$ cat src/rtl/core/rgb_fade_ramp_tint_assert.svh
// Assertion macros shared by the fade engine.
`ifndef RGB_FADE_RAMP_TINT_ASSERT_SVH
`define RGB_FADE_RAMP_TINT_ASSERT_SVH

// The consequent must hold in the same cycle as the antecedent.
`define RFRT_ASSERT_SAME(label, clk, rst, ante, cons, msg) \
   label: assert property (@(posedge clk) disable iff (rst) (ante) |-> (cons)) \
      else $error(msg);

// The consequent must hold in the cycle after the antecedent.
`define RFRT_ASSERT_NEXT(label, clk, rst, ante, cons, msg) \
   label: assert property (@(posedge clk) disable iff (rst) (ante) |=> (cons)) \
      else $error(msg);

`endif

$ cat src/rtl/core/rfrt_pkg.sv
package rfrt_pkg;

   localparam int LEVEL_W = 9;
   localparam int STEPS_W = 10;
   localparam int BYTE_W  = 8;
   localparam int NUM_CH  = 3;
   localparam int DIV_ITER = LEVEL_W;
   localparam int CNT_W   = $clog2(DIV_ITER);

   localparam logic [LEVEL_W-1:0] NEUTRAL_LEVEL = 9'h100;
   localparam logic [LEVEL_W-1:0] ADDITIVE_FROM = 9'h101;

   localparam logic KIND_SET  = 1'b0;
   localparam logic KIND_TICK = 1'b1;

   typedef logic [LEVEL_W-1:0] level_type;
   typedef logic [NUM_CH-1:0][LEVEL_W-1:0] rgb_type;

   typedef struct packed {
      logic start;
      logic shift;
   } lane_ctl_type;

   typedef struct packed {
      logic              visible;
      logic              subtractive;
      logic [BYTE_W-1:0] red;
      logic [BYTE_W-1:0] green;
      logic [BYTE_W-1:0] blue;
   } tint_type;

endpackage

$ cat src/rtl/core/rfrt_lane.sv
module rfrt_lane (
   input  logic                          clock,
   input  rfrt_pkg::lane_ctl_type        ctl,
   input  logic [rfrt_pkg::LEVEL_W-1:0]  level,
   input  logic [rfrt_pkg::LEVEL_W-1:0]  goal,
   input  logic [rfrt_pkg::STEPS_W-1:0]  steps,
   output logic [rfrt_pkg::LEVEL_W-1:0]  next_level
);
   import rfrt_pkg::*;

   logic [LEVEL_W-1:0] dvd_ff, quo_ff;
   logic [STEPS_W-1:0] rem_ff;
   logic               neg_ff;

   logic [LEVEL_W:0]   diff;
   logic [LEVEL_W:0]   diff_abs;
   logic [STEPS_W:0]   trial;
   logic [STEPS_W:0]   reduced;
   logic               fits;

   // The difference is taken apart into sign and magnitude, and the
   // magnitude is divided one quotient bit per cycle, most significant first.
   assign diff     = {1'b0, goal} - {1'b0, level};
   assign diff_abs = diff[LEVEL_W] ? (~diff + 1'b1) : diff;
   assign trial    = {rem_ff, dvd_ff[LEVEL_W-1]};
   assign fits     = trial >= {1'b0, steps};
   assign reduced  = trial - {1'b0, steps};

   always_ff @(posedge clock) begin
      if (ctl.start) begin
         dvd_ff <= diff_abs[LEVEL_W-1:0];
         rem_ff <= '0;
         quo_ff <= '0;
         neg_ff <= diff[LEVEL_W];
      end else if (ctl.shift) begin
         dvd_ff <= {dvd_ff[LEVEL_W-2:0], 1'b0};
         rem_ff <= fits ? reduced[STEPS_W-1:0] : trial[STEPS_W-1:0];
         quo_ff <= {quo_ff[LEVEL_W-2:0], fits};
      end
   end

   assign next_level = neg_ff ? (level - quo_ff) : (level + quo_ff);

endmodule

$ cat src/rtl/core/rfrt_tint.sv
module rfrt_tint (
   input  rfrt_pkg::rgb_type  levels,
   output rfrt_pkg::tint_type tint
);
   import rfrt_pkg::*;

   logic [NUM_CH-1:0][BYTE_W-1:0] add_bytes;
   logic [NUM_CH-1:0][BYTE_W-1:0] sub_bytes;
   logic                          neutral;
   logic                          additive;

   always_comb begin
      for (int i = 0; i < NUM_CH; i++) begin
         add_bytes[i] = BYTE_W'(levels[i] - 1'b1);
         sub_bytes[i] = (levels[i] == NEUTRAL_LEVEL) ? '0 : ~levels[i][BYTE_W-1:0];
      end
   end

   assign neutral  = (levels[0] == NEUTRAL_LEVEL) && (levels[1] == NEUTRAL_LEVEL) &&
                     (levels[2] == NEUTRAL_LEVEL);
   assign additive = levels[0] >= ADDITIVE_FROM;

   always_comb begin
      tint = '0;
      if (!neutral) begin
         tint.visible     = 1'b1;
         tint.subtractive = !additive;
         tint.red         = additive ? add_bytes[0] : sub_bytes[0];
         tint.green       = additive ? add_bytes[1] : sub_bytes[1];
         tint.blue        = additive ? add_bytes[2] : sub_bytes[2];
      end
   end

endmodule

$ cat src/rtl/core/rgb_fade_ramp_tint.sv
// Channel   Direction  Handshake            Contents
// req       in         tvalid/tready        tuser kind, tdata target levels and steps
// rsp       out        tvalid/tready        tuser visible/subtractive, tdata tint bytes
//
// A set-target request gives no response.
// A tick with steps remaining starts the bit-serial dividers (one per channel,
// running side by side) when it is taken, shifts them in ST_DIV, then finishes in ST_FIN.
// A tick with no steps left snaps to the goal and goes straight to the finishing state.
// The finishing cycle waits while an earlier response is still held.
// Reset is synchronous and clears the levels, goals and step count to zero.
module rgb_fade_ramp_tint (
   input  logic        clock,
   input  logic        reset,
   input  logic        req_tvalid,
   output logic        req_tready,
   input  logic        req_tuser,   // kind
   input  logic [39:0] req_tdata,   // target_red, target_green, target_blue, ramp_steps
   output logic        rsp_tvalid,
   input  logic        rsp_tready,
   output logic [1:0]  rsp_tuser,   // visible, subtractive
   output logic [23:0] rsp_tdata    // tint_red, tint_green, tint_blue
);
   import rfrt_pkg::*;

   localparam logic [1:0] ST_IDLE = 2'd0;
   localparam logic [1:0] ST_DIV  = 2'd1;
   localparam logic [1:0] ST_FIN  = 2'd2;

   localparam logic [CNT_W-1:0] CNT_LAST = CNT_W'(DIV_ITER - 1);

   logic [1:0]         state_ff, state_in;
   logic [CNT_W-1:0]   cnt_ff, cnt_in;
   logic               snap_ff, snap_in;
   rgb_type            level_ff, level_in;
   rgb_type            goal_ff, goal_in;
   logic [STEPS_W-1:0] steps_ff, steps_in;
   logic               rsp_valid_ff, rsp_valid_in;
   tint_type           rsp_ff, rsp_in;

   lane_ctl_type       lane_ctl;
   rgb_type            lane_level;
   rgb_type            new_level;
   tint_type           tint;
   logic               req_acc;
   logic               rsp_free;

   assign req_tready = state_ff == ST_IDLE;
   assign req_acc    = req_tvalid && req_tready;
   assign rsp_free   = !rsp_valid_ff || rsp_tready;

   assign lane_ctl.start = req_acc && (req_tuser == KIND_TICK) && (steps_ff != '0);
   assign lane_ctl.shift = state_ff == ST_DIV;

   for (genvar g = 0; g < NUM_CH; g++) begin : g_lane
      rfrt_lane u_lane (
         .clock      (clock),
         .ctl        (lane_ctl),
         .level      (level_ff[g]),
         .goal       (goal_ff[g]),
         .steps      (steps_ff),
         .next_level (lane_level[g])
      );
   end

   assign new_level = snap_ff ? goal_ff : lane_level;

   rfrt_tint u_tint (
      .levels (new_level),
      .tint   (tint)
   );

   always_comb begin
      state_in     = state_ff;
      cnt_in       = cnt_ff;
      snap_in      = snap_ff;
      level_in     = level_ff;
      goal_in      = goal_ff;
      steps_in     = steps_ff;
      rsp_valid_in = rsp_valid_ff && !rsp_tready;
      rsp_in       = rsp_ff;
      unique case (state_ff)
         ST_IDLE: begin
            if (req_acc) begin
               if (req_tuser == KIND_SET) begin
                  goal_in[0] = req_tdata[8:0];
                  goal_in[1] = req_tdata[17:9];
                  goal_in[2] = req_tdata[26:18];
                  steps_in   = req_tdata[36:27];
               end else begin
                  cnt_in   = '0;
                  snap_in  = steps_ff == '0;
                  state_in = (steps_ff == '0) ? ST_FIN : ST_DIV;
               end
            end
         end
         ST_DIV: begin
            cnt_in = cnt_ff + 1'b1;
            if (cnt_ff == CNT_LAST) begin
               state_in = ST_FIN;
            end
         end
         ST_FIN: begin
            if (rsp_free) begin
               level_in     = new_level;
               steps_in     = snap_ff ? steps_ff : steps_ff - 1'b1;
               rsp_valid_in = 1'b1;
               rsp_in       = tint;
               state_in     = ST_IDLE;
            end
         end
         default: begin
            state_in = ST_IDLE;
         end
      endcase
   end

   always_ff @(posedge clock) begin
      if (reset) begin
         state_ff     <= ST_IDLE;
         cnt_ff       <= '0;
         snap_ff      <= 1'b0;
         level_ff     <= '0;
         goal_ff      <= '0;
         steps_ff     <= '0;
         rsp_valid_ff <= 1'b0;
      end else begin
         state_ff     <= state_in;
         cnt_ff       <= cnt_in;
         snap_ff      <= snap_in;
         level_ff     <= level_in;
         goal_ff      <= goal_in;
         steps_ff     <= steps_in;
         rsp_valid_ff <= rsp_valid_in;
      end
   end

   always_ff @(posedge clock) begin
      rsp_ff <= rsp_in;
   end

   assign rsp_tvalid = rsp_valid_ff;
   assign rsp_tuser  = {rsp_ff.subtractive, rsp_ff.visible};
   assign rsp_tdata  = {rsp_ff.blue, rsp_ff.green, rsp_ff.red};

`include "rgb_fade_ramp_tint_assert.svh"

   `RFRT_ASSERT_SAME(a_rsp_from_fin, clock, reset, $rose(rsp_valid_ff), $past(state_ff) == ST_FIN, "response raised outside the finishing cycle")
   `RFRT_ASSERT_NEXT(a_set_silent, clock, reset, req_acc && (req_tuser == KIND_SET) && !rsp_valid_ff, !rsp_valid_ff, "set-target request produced a response")
   `RFRT_ASSERT_NEXT(a_div_length, clock, reset, (state_ff == ST_DIV) && (cnt_ff == CNT_LAST), state_ff == ST_FIN, "divider did not finish after its last bit")

endmodule
$ cat config.mk
export PLATFORM = sky130hd
export DESIGN_NAME = rgb_fade_ramp_tint
export DESIGN_NICKNAME = d
export VERILOG_FILES = /design/src/rtl/core/rfrt_pkg.sv /design/src/rtl/core/rfrt_lane.sv /design/src/rtl/core/rfrt_tint.sv /design/src/rtl/core/rgb_fade_ramp_tint.sv
export VERILOG_INCLUDE_DIRS = /design/src /design/src/rtl/core
export SDC_FILE = /design/constraint.sdc
export NUM_CORES = 1
export LEC_CHECK = 0
export ABC_AREA = 0
export BUFFER_PORTS_ARGS = -buffer_cell sky130_fd_sc_hd__buf_4
export CORE_ASPECT_RATIO = 0.6
export CORE_MARGIN = 4
export CORE_UTILIZATION = 54
export DETAILED_ROUTE_END_ITERATION = 7
export HOLD_SLACK_MARGIN = 0.08
export PLACE_DENSITY_LB_ADDON = 0.08
export RECOVER_POWER = 100
export SETUP_SLACK_MARGIN = 0.4
export SLEW_MARGIN = 20
export SYNTH_ARGS = -nofsm -noshare
export SYNTH_HDL_FRONTEND = slang
export SYNTH_SLANG_ARGS = --single-unit
$ cat constraint.sdc
create_clock -name clock -period 8 [get_ports clock]
set_input_delay 1.6 -clock clock [delete_from_list [all_inputs] [get_ports clock]]
set_output_delay 1.6 -clock clock [all_outputs]
set_load 0.02 [all_outputs]
* Word level (Yosys, flattened, before mapping)
Cells that the tools add are included.
** Storage, ports and cells
- Latch bits :: 0
- ROM bits :: 0
- RAM bits :: 0
- Register bits :: 185
- Memories :: 0
- Output and inout bits :: 28
- Word-level logic and storage cells :: 132
** Operators by class
- Multiply operators :: 0
- Equality and inequality tests :: 12
- Muxes and demuxes :: 39
- Bitwise gates (word level) :: 7
- Div/mod/pow operators :: 0
- Magnitude comparators :: 4
- Shifts and indexed selects :: 0
- Add/sub/neg operators :: 20
- Reduce and logical (&&, ||, !) cells :: 22
** Operators by type and width (count)
- $mux W9 :: 12
- $mux W10 :: 7
- $mux W8 :: 6
- $ge A11 B10 Y1 :: 3
- $sub A10 B10 Y10 :: 3
- $sub A9 B9 Y10 :: 3
- $add A9 B1 Y9 const B :: 3
- $add A9 B9 Y9 :: 3
- $eq A9 B9 Y1 const B :: 3
- $mux W27 :: 1
- $not A9 Y9 :: 3
- $sub A9 B9 Y9 :: 3
- $mux W26 :: 1
- $not A8 Y8 :: 3
- $sub A8 B1 Y8 const B :: 3
- $pmux W10 S2 :: 1
- $logic_not A10 Y1 :: 1
- $mux W2 :: 5
- $reduce_bool A10 Y1 :: 1
- $sub A10 B1 Y10 const B :: 1
- $ge A9 B9 Y1 const B :: 1
- $reduce_and A3 Y1 :: 3
- $mux W4 :: 2
- $ne A2 B2 Y1 const B :: 4
- other kinds (17) :: 28

* Logic depth before layout (Yosys ltp)
- Depth in word-level cells :: 7
- Depth in mapped cells :: 14
- Depth with buffers taken out :: 13

* Cells and area by module
From an unflattened synthesis, not the netlist that was laid out.
** Unflattened totals
- Cells, all modules :: 1506
- Area total of the unflattened synthesis :: 13153.9 sq um
** Modules (own cells, without submodules)
- rgb_fade_ramp_tint :: cells an instance 427, times used 1, area each 4097.7 sq um
- rfrt_lane (g_lane[1].u_lane) :: cells an instance 319, times used 1, area each 2727.6 sq um
- rfrt_lane (g_lane[0].u_lane) :: cells an instance 319, times used 1, area each 2725.1 sq um
- rfrt_lane (g_lane[2].u_lane) :: cells an instance 324, times used 1, area each 2692.6 sq um
- rfrt_tint :: cells an instance 117, times used 1, area each 910.9 sq um

* Least setup slack after synthesis
No wires, ideal clock.
- Path type :: reg-to-reg
- From :: register g_lane[0].u_lane.quo_ff[0]
- To :: register rsp_ff, in the netlist rsp_tdata[14] (data pin)
- Slack :: 4.636 ns
- Data arrival time :: 3.104 ns
- Buffers on the path :: 1
- Required time :: 7.740 ns
- Stages on the path, launching flop included :: 14
- Cell sequence :: dfxtp_1 -> inv_1 -> ha_1 -> mux2_2 -> fa_1 -> nand2b_1 -> a2111oi_0 -> nor3_2 -> nand3_1 -> a21oi_4 -> buf_4 -> a221oi_1 -> xor2_1 -> nor2_1
** On the way
- Cells in the longest elaborated chain, start to end :: 6
- Elaborated cells between the ends (all ways) :: 9
- Those cells by class :: 2 x add/sub; 1 x order compare; 1 x eq/ne; 3 x mux; 2 x reduce/logical
** Ends and longest elaborated chain
- from (decl) :: line rfrt_lane.sv:11 : logic [LEVEL_W-1:0] dvd_ff, quo_ff;
- from (signal assigned) :: line rfrt_lane.sv:38 : quo_ff <= {quo_ff[LEVEL_W-2:0], fits};
- $add A9 B9 Y9 or $sub A9 B9 Y9 (tied branches) :: line rfrt_lane.sv:42 : assign next_level = neg_ff ? (level - quo_ff) : (level + quo_ff);
- $mux W9 * :: line rfrt_lane.sv:42
- $mux W27 * :: line rgb_fade_ramp_tint.sv:65 : assign new_level = snap_ff ? goal_ff : lane_level;
- parallel branches: the longest is 3 deep, another holds $ge A9 B9 Y1
- to (signal assigned) :: line rgb_fade_ramp_tint.sv:138 : rsp_ff <= rsp_in;
- to (decl) :: line rgb_fade_ramp_tint.sv:38 : tint_type rsp_ff, rsp_in;
Every way passes the cells marked *.
A chain may end at the register's enable or synchronous reset.

* Worst setup path after layout
- From :: register g_lane[0].u_lane.quo_ff[0]
- To :: register rsp_ff, in the netlist rsp_tdata[9] (data pin)
Same word-level chain as after synthesis.

==> results.sh <==
export IMPL_status="finished with violations"
export IMPL_violations="capacitance limit, slew limit"
export IMPL_drc=0
export IMPL_path_clk_slew_ns=0.07
export IMPL_postCtsSetupRepairBufs=0
export IMPL_path_common_cell="a21oi_1"
export IMPL_drive_above_1_share_pct=7.400
export IMPL_synth_edf_count=56
export IMPL_synth_async_sr_flop_share_pct=0
export IMPL_crit_chain="inv_1, ha_1, mux2_1, fa_1, xnor2_1, mux2i_1, nor3b_1, nand3_1, a21oi_1, a21oi_1, a21oi_1, a211oi_1"
export IMPL_switching_share_pct=45.93
export IMPL_cts_buffers=17
export IMPL_start_kind="flip-flop"
export IMPL_hpwl_mm=22.73
export IMPL_final_cell_mix="190 x nand2_1, 149 x nor2_1, 129 x dfxtp_1"
export IMPL_tritoncts="done"
export IMPL_cpMaxStageDelayCell="a21oi_1"
export IMPL_hold_violations=0
export IMPL_synth_top_family_by_area="compound AO/OA/AOI/OAI gates"
export IMPL_synth_simple_gate_area_share_pct=19.00
export IMPL_antenna_found_initial=0
export IMPL_min_path_type="flip-flop to flip-flop"
export IMPL_p_seq_share_pct=22.5
export IMPL_min_period_over_period_pct=68.17
export IMPL_p_int_mw=3.412
export IMPL_skew_ns=0.01634
export IMPL_worst_path_buf_inv=1
export IMPL_groute_usage_overall_pct=24.08
export IMPL_die_x_um=204.6
export IMPL_cp_arrival_ns=5.61
export IMPL_layout_commonest_cell="nand2_1"
export IMPL_synthXorXnorAreaFrac_pct=6.715
export IMPL_crit_path_max_fanout=13
export IMPL_drt_iter0_drc=898
export IMPL_fp_coreArea_um2=22440
export IMPL_end_kind="flip-flop"
export IMPL_antenna_cells=0
export IMPL_grt_max_degree=73
export IMPL_synthAdderAreaFrac_pct=10.83
export IMPL_ys_ff_latch=185
export IMPL_cts_resized=0
export IMPL_clockPowerShare_pct=13.0
export IMPL_ys_warn_count=0
export IMPL_grt_pass1_wl_mm=50.88
export IMPL_ys_types=82
export IMPL_syn_nets=1648
export IMPL_finalMaxSlewViolations=182
export IMPL_rows=42
export IMPL_floorplan_initialDensity_pct=55.80
export IMPL_period_minus_slack_ns=5.454
export IMPL_vias_per_cell=5.819
export IMPL_io_pins=73
export IMPL_gp_congestion=0.8793
export IMPL_vias=10840
export IMPL_synth_top_flop_cell="dfxtp_1"
export IMPL_clockBufferDepth=2
export IMPL_cp_required_ns=8.15
export IMPL_die_height_um=126.0
export IMPL_max_stage_delay_ns=1.04
export IMPL_p_comb_share_pct=64.5
export IMPL_yosysSeqAreaShare_pct=34.05
export IMPL_cts_root_buffer="clkbuf_16"
export IMPL_finalSetupTns_ns=0
export IMPL_syn2layout_area_growth_pct=8.933
export IMPL_antenna_left=0
export IMPL_holdBufCountCts=0
export IMPL_drtPass1Iterations=5
export IMPL_clk_latency_ns=0.45
export IMPL_rr_worst_depth=12
export IMPL_critPathKind="flip-flop to flip-flop"
export IMPL_syn_avg_cell_area_um2=8.348
export IMPL_portBuffers=69
export IMPL_cts_sinks=185
export IMPL_fin_nets=1689
export IMPL_p_sw_mw=2.899
export IMPL_htree_num_levels=4
export IMPL_whs_ns=0.4623
export IMPL_yosys_mux_area_fraction_pct=3.487
export IMPL_setup_violations_final=0
export IMPL_fp_dieArea_um2=25770
export IMPL_power_leakage_nw=5.257
export IMPL_grt_pass1_vias=9932
export IMPL_whs_path_depth=2
export IMPL_grt_overflow=0
export IMPL_synth_compound_area_share_pct=20.88
export IMPL_power_per_cell_area_nw_per_um2=462.7
export IMPL_max_freq_mhz=183.4
export IMPL_cp_top_family="compound AO/OA/AOI/OAI gates"
export IMPL_cp_depth=12
export IMPL_vdd_ir_drop_max_mv=0.1966
export IMPL_worst_pin_slew_ns=3.548
export IMPL_rsz0062_at_grt="no"
export IMPL_slew_headroom_pct=-136.5
export IMPL_final_cells=1862
export IMPL_placed_cells=1830
export IMPL_wirelength_mm=31.15
export IMPL_routedWlPerCell_um=16.73
export IMPL_mappedNetlistArea_um2=12520
export IMPL_syn_inst=1500
export IMPL_cap_violations=3
-- final timing paths --
| path | from | to | slack (ns) |
|---|---|---|---|
| max | g_lane[0].u_lane.quo_ff[0]$_SDFFE_PP0P_ | rsp_tdata[9]$_SDFFCE_PP0P_ | 2.55 |
| min | goal_ff[18]$_SDFFE_PP0P_ | goal_ff[18]$_SDFFE_PP0P_ | 0.46 |
| max reg2reg | g_lane[0].u_lane.quo_ff[0]$_SDFFE_PP0P_ | rsp_tdata[9]$_SDFFCE_PP0P_ | 2.55 |
| min reg2reg | goal_ff[18]$_SDFFE_PP0P_ | goal_ff[18]$_SDFFE_PP0P_ | 0.46 |
-- metrics by stage --
step / util (%) / setup WS (ns) / total power, mW / area (µm²)
CTS: 61.51 / 3.852 / 6.354 / 13800
finish: 60.79 / 2.546 / 6.311 / 13640
global placement: 59.07 / 3.711 / 5.407 / 13260
detailed placement: 59.07 / 3.679 / 5.502 / 13260
global route: 60.79 / 2.081 / 6.834 / 13640
floorplan: - / 4.636 / 4.684 / 12520
-- synth_stat cells (all sizes together) (7+ instances only) --
| cell type | instances | share of area [%] |
|---|---|---|
| o21bai | 8 | 0.48 |
| a21oi | 124 | 5.2 |
| mux2i | 29 | 2.3 |
| nor2 | 149 | 4.5 |
| clkbuf | 41 | 1.2 |
| nand3 | 19 | 0.80 |
| fa | 9 | 1.4 |
| o21a | 14 | 0.84 |
| nor3b | 10 | 0.64 |
| nor3 | 30 | 1.3 |
| and3 | 15 | 0.76 |
| buf | 16 | 0.86 |
| nor2b | 23 | 1.1 |
| a21o | 18 | 1.1 |
| inv | 97 | 2.9 |
| nand4 | 12 | 0.70 |
| nand2b | 22 | 1.1 |
| a31oi | 14 | 0.70 |
| ha | 94 | 9.4 |
| dfxtp | 129 | 21 |
| xor2 | 13 | 0.91 |
| edfxtp | 56 | 13 |
| o31ai | 7 | 0.42 |
| a211oi | 38 | 2.5 |
| mux2 | 13 | 1.2 |
| or3 | 10 | 0.50 |
| nand2 | 191 | 5.7 |
| a221oi | 9 | 0.63 |
| o21ai | 119 | 4.8 |
| o211ai | 9 | 0.54 |
| xnor2 | 83 | 5.8 |
-- routing by layer --
metal,wire [µm],track usage (%)
met1,15770,37.48
met2,13220,35.32
met3,1800,3.777
met4,357,4.843
met5,0,0
-- final cells by class --
type / count / area, µm²
fill: 2043 / 8798
multi-input combinational: 1160 / 7595
sequential: 185 / 4264
timing repair buffer: 79 / 480.5
clock buffer: 22 / 454.2
tap: 308 / 385.4
inverter: 98 / 369.1
clock inverter: 10 / 92.59
-- power groups by stage --
stage               Combinational, mW  Clock (mW)  Sequential, mW
finish                           4.07       0.820            1.42
global route                     4.52       0.873            1.44
CTS                              4.10       0.832            1.42
detailed placement               4.06           0            1.44
global placement                 3.98           0            1.43
floorplan                        3.26           0            1.42
-- sequential cells by signal, indices dropped and copies added (netlist names), 2 cells and up --
signal and count:
steps_ff 10, rsp_tuser 2, goal_ff 27, g_lane.u_lane.neg_ff 3, g_lane.u_lane.quo_ff 27, g_lane.u_lane.dvd_ff 27
state_ff 2, cnt_ff 4, g_lane.u_lane.rem_ff 30, rsp_tdata 24, level_ff 27
-- cells by family after synthesis --
group,count (synthesis)
simple gates,507
xor+xnor,96
buf+inv,155
flops,185
mux,42
fa+ha+maj,103
compound gates,412
-- worst register-to-register path: cells and delay by family, from the launching register on --
family	cells	cell delay, ns
muxes	2	0.72
DFF	1	0.40
and+or+nand+nor	2	0.64
AOI/OAI and AO/OA	4	2.43
xor gates and xnor gates	1	0.14
adders and majority gates	2	0.75
buffers and inverters	1	0.10
(Power assumes the default switching activity.)
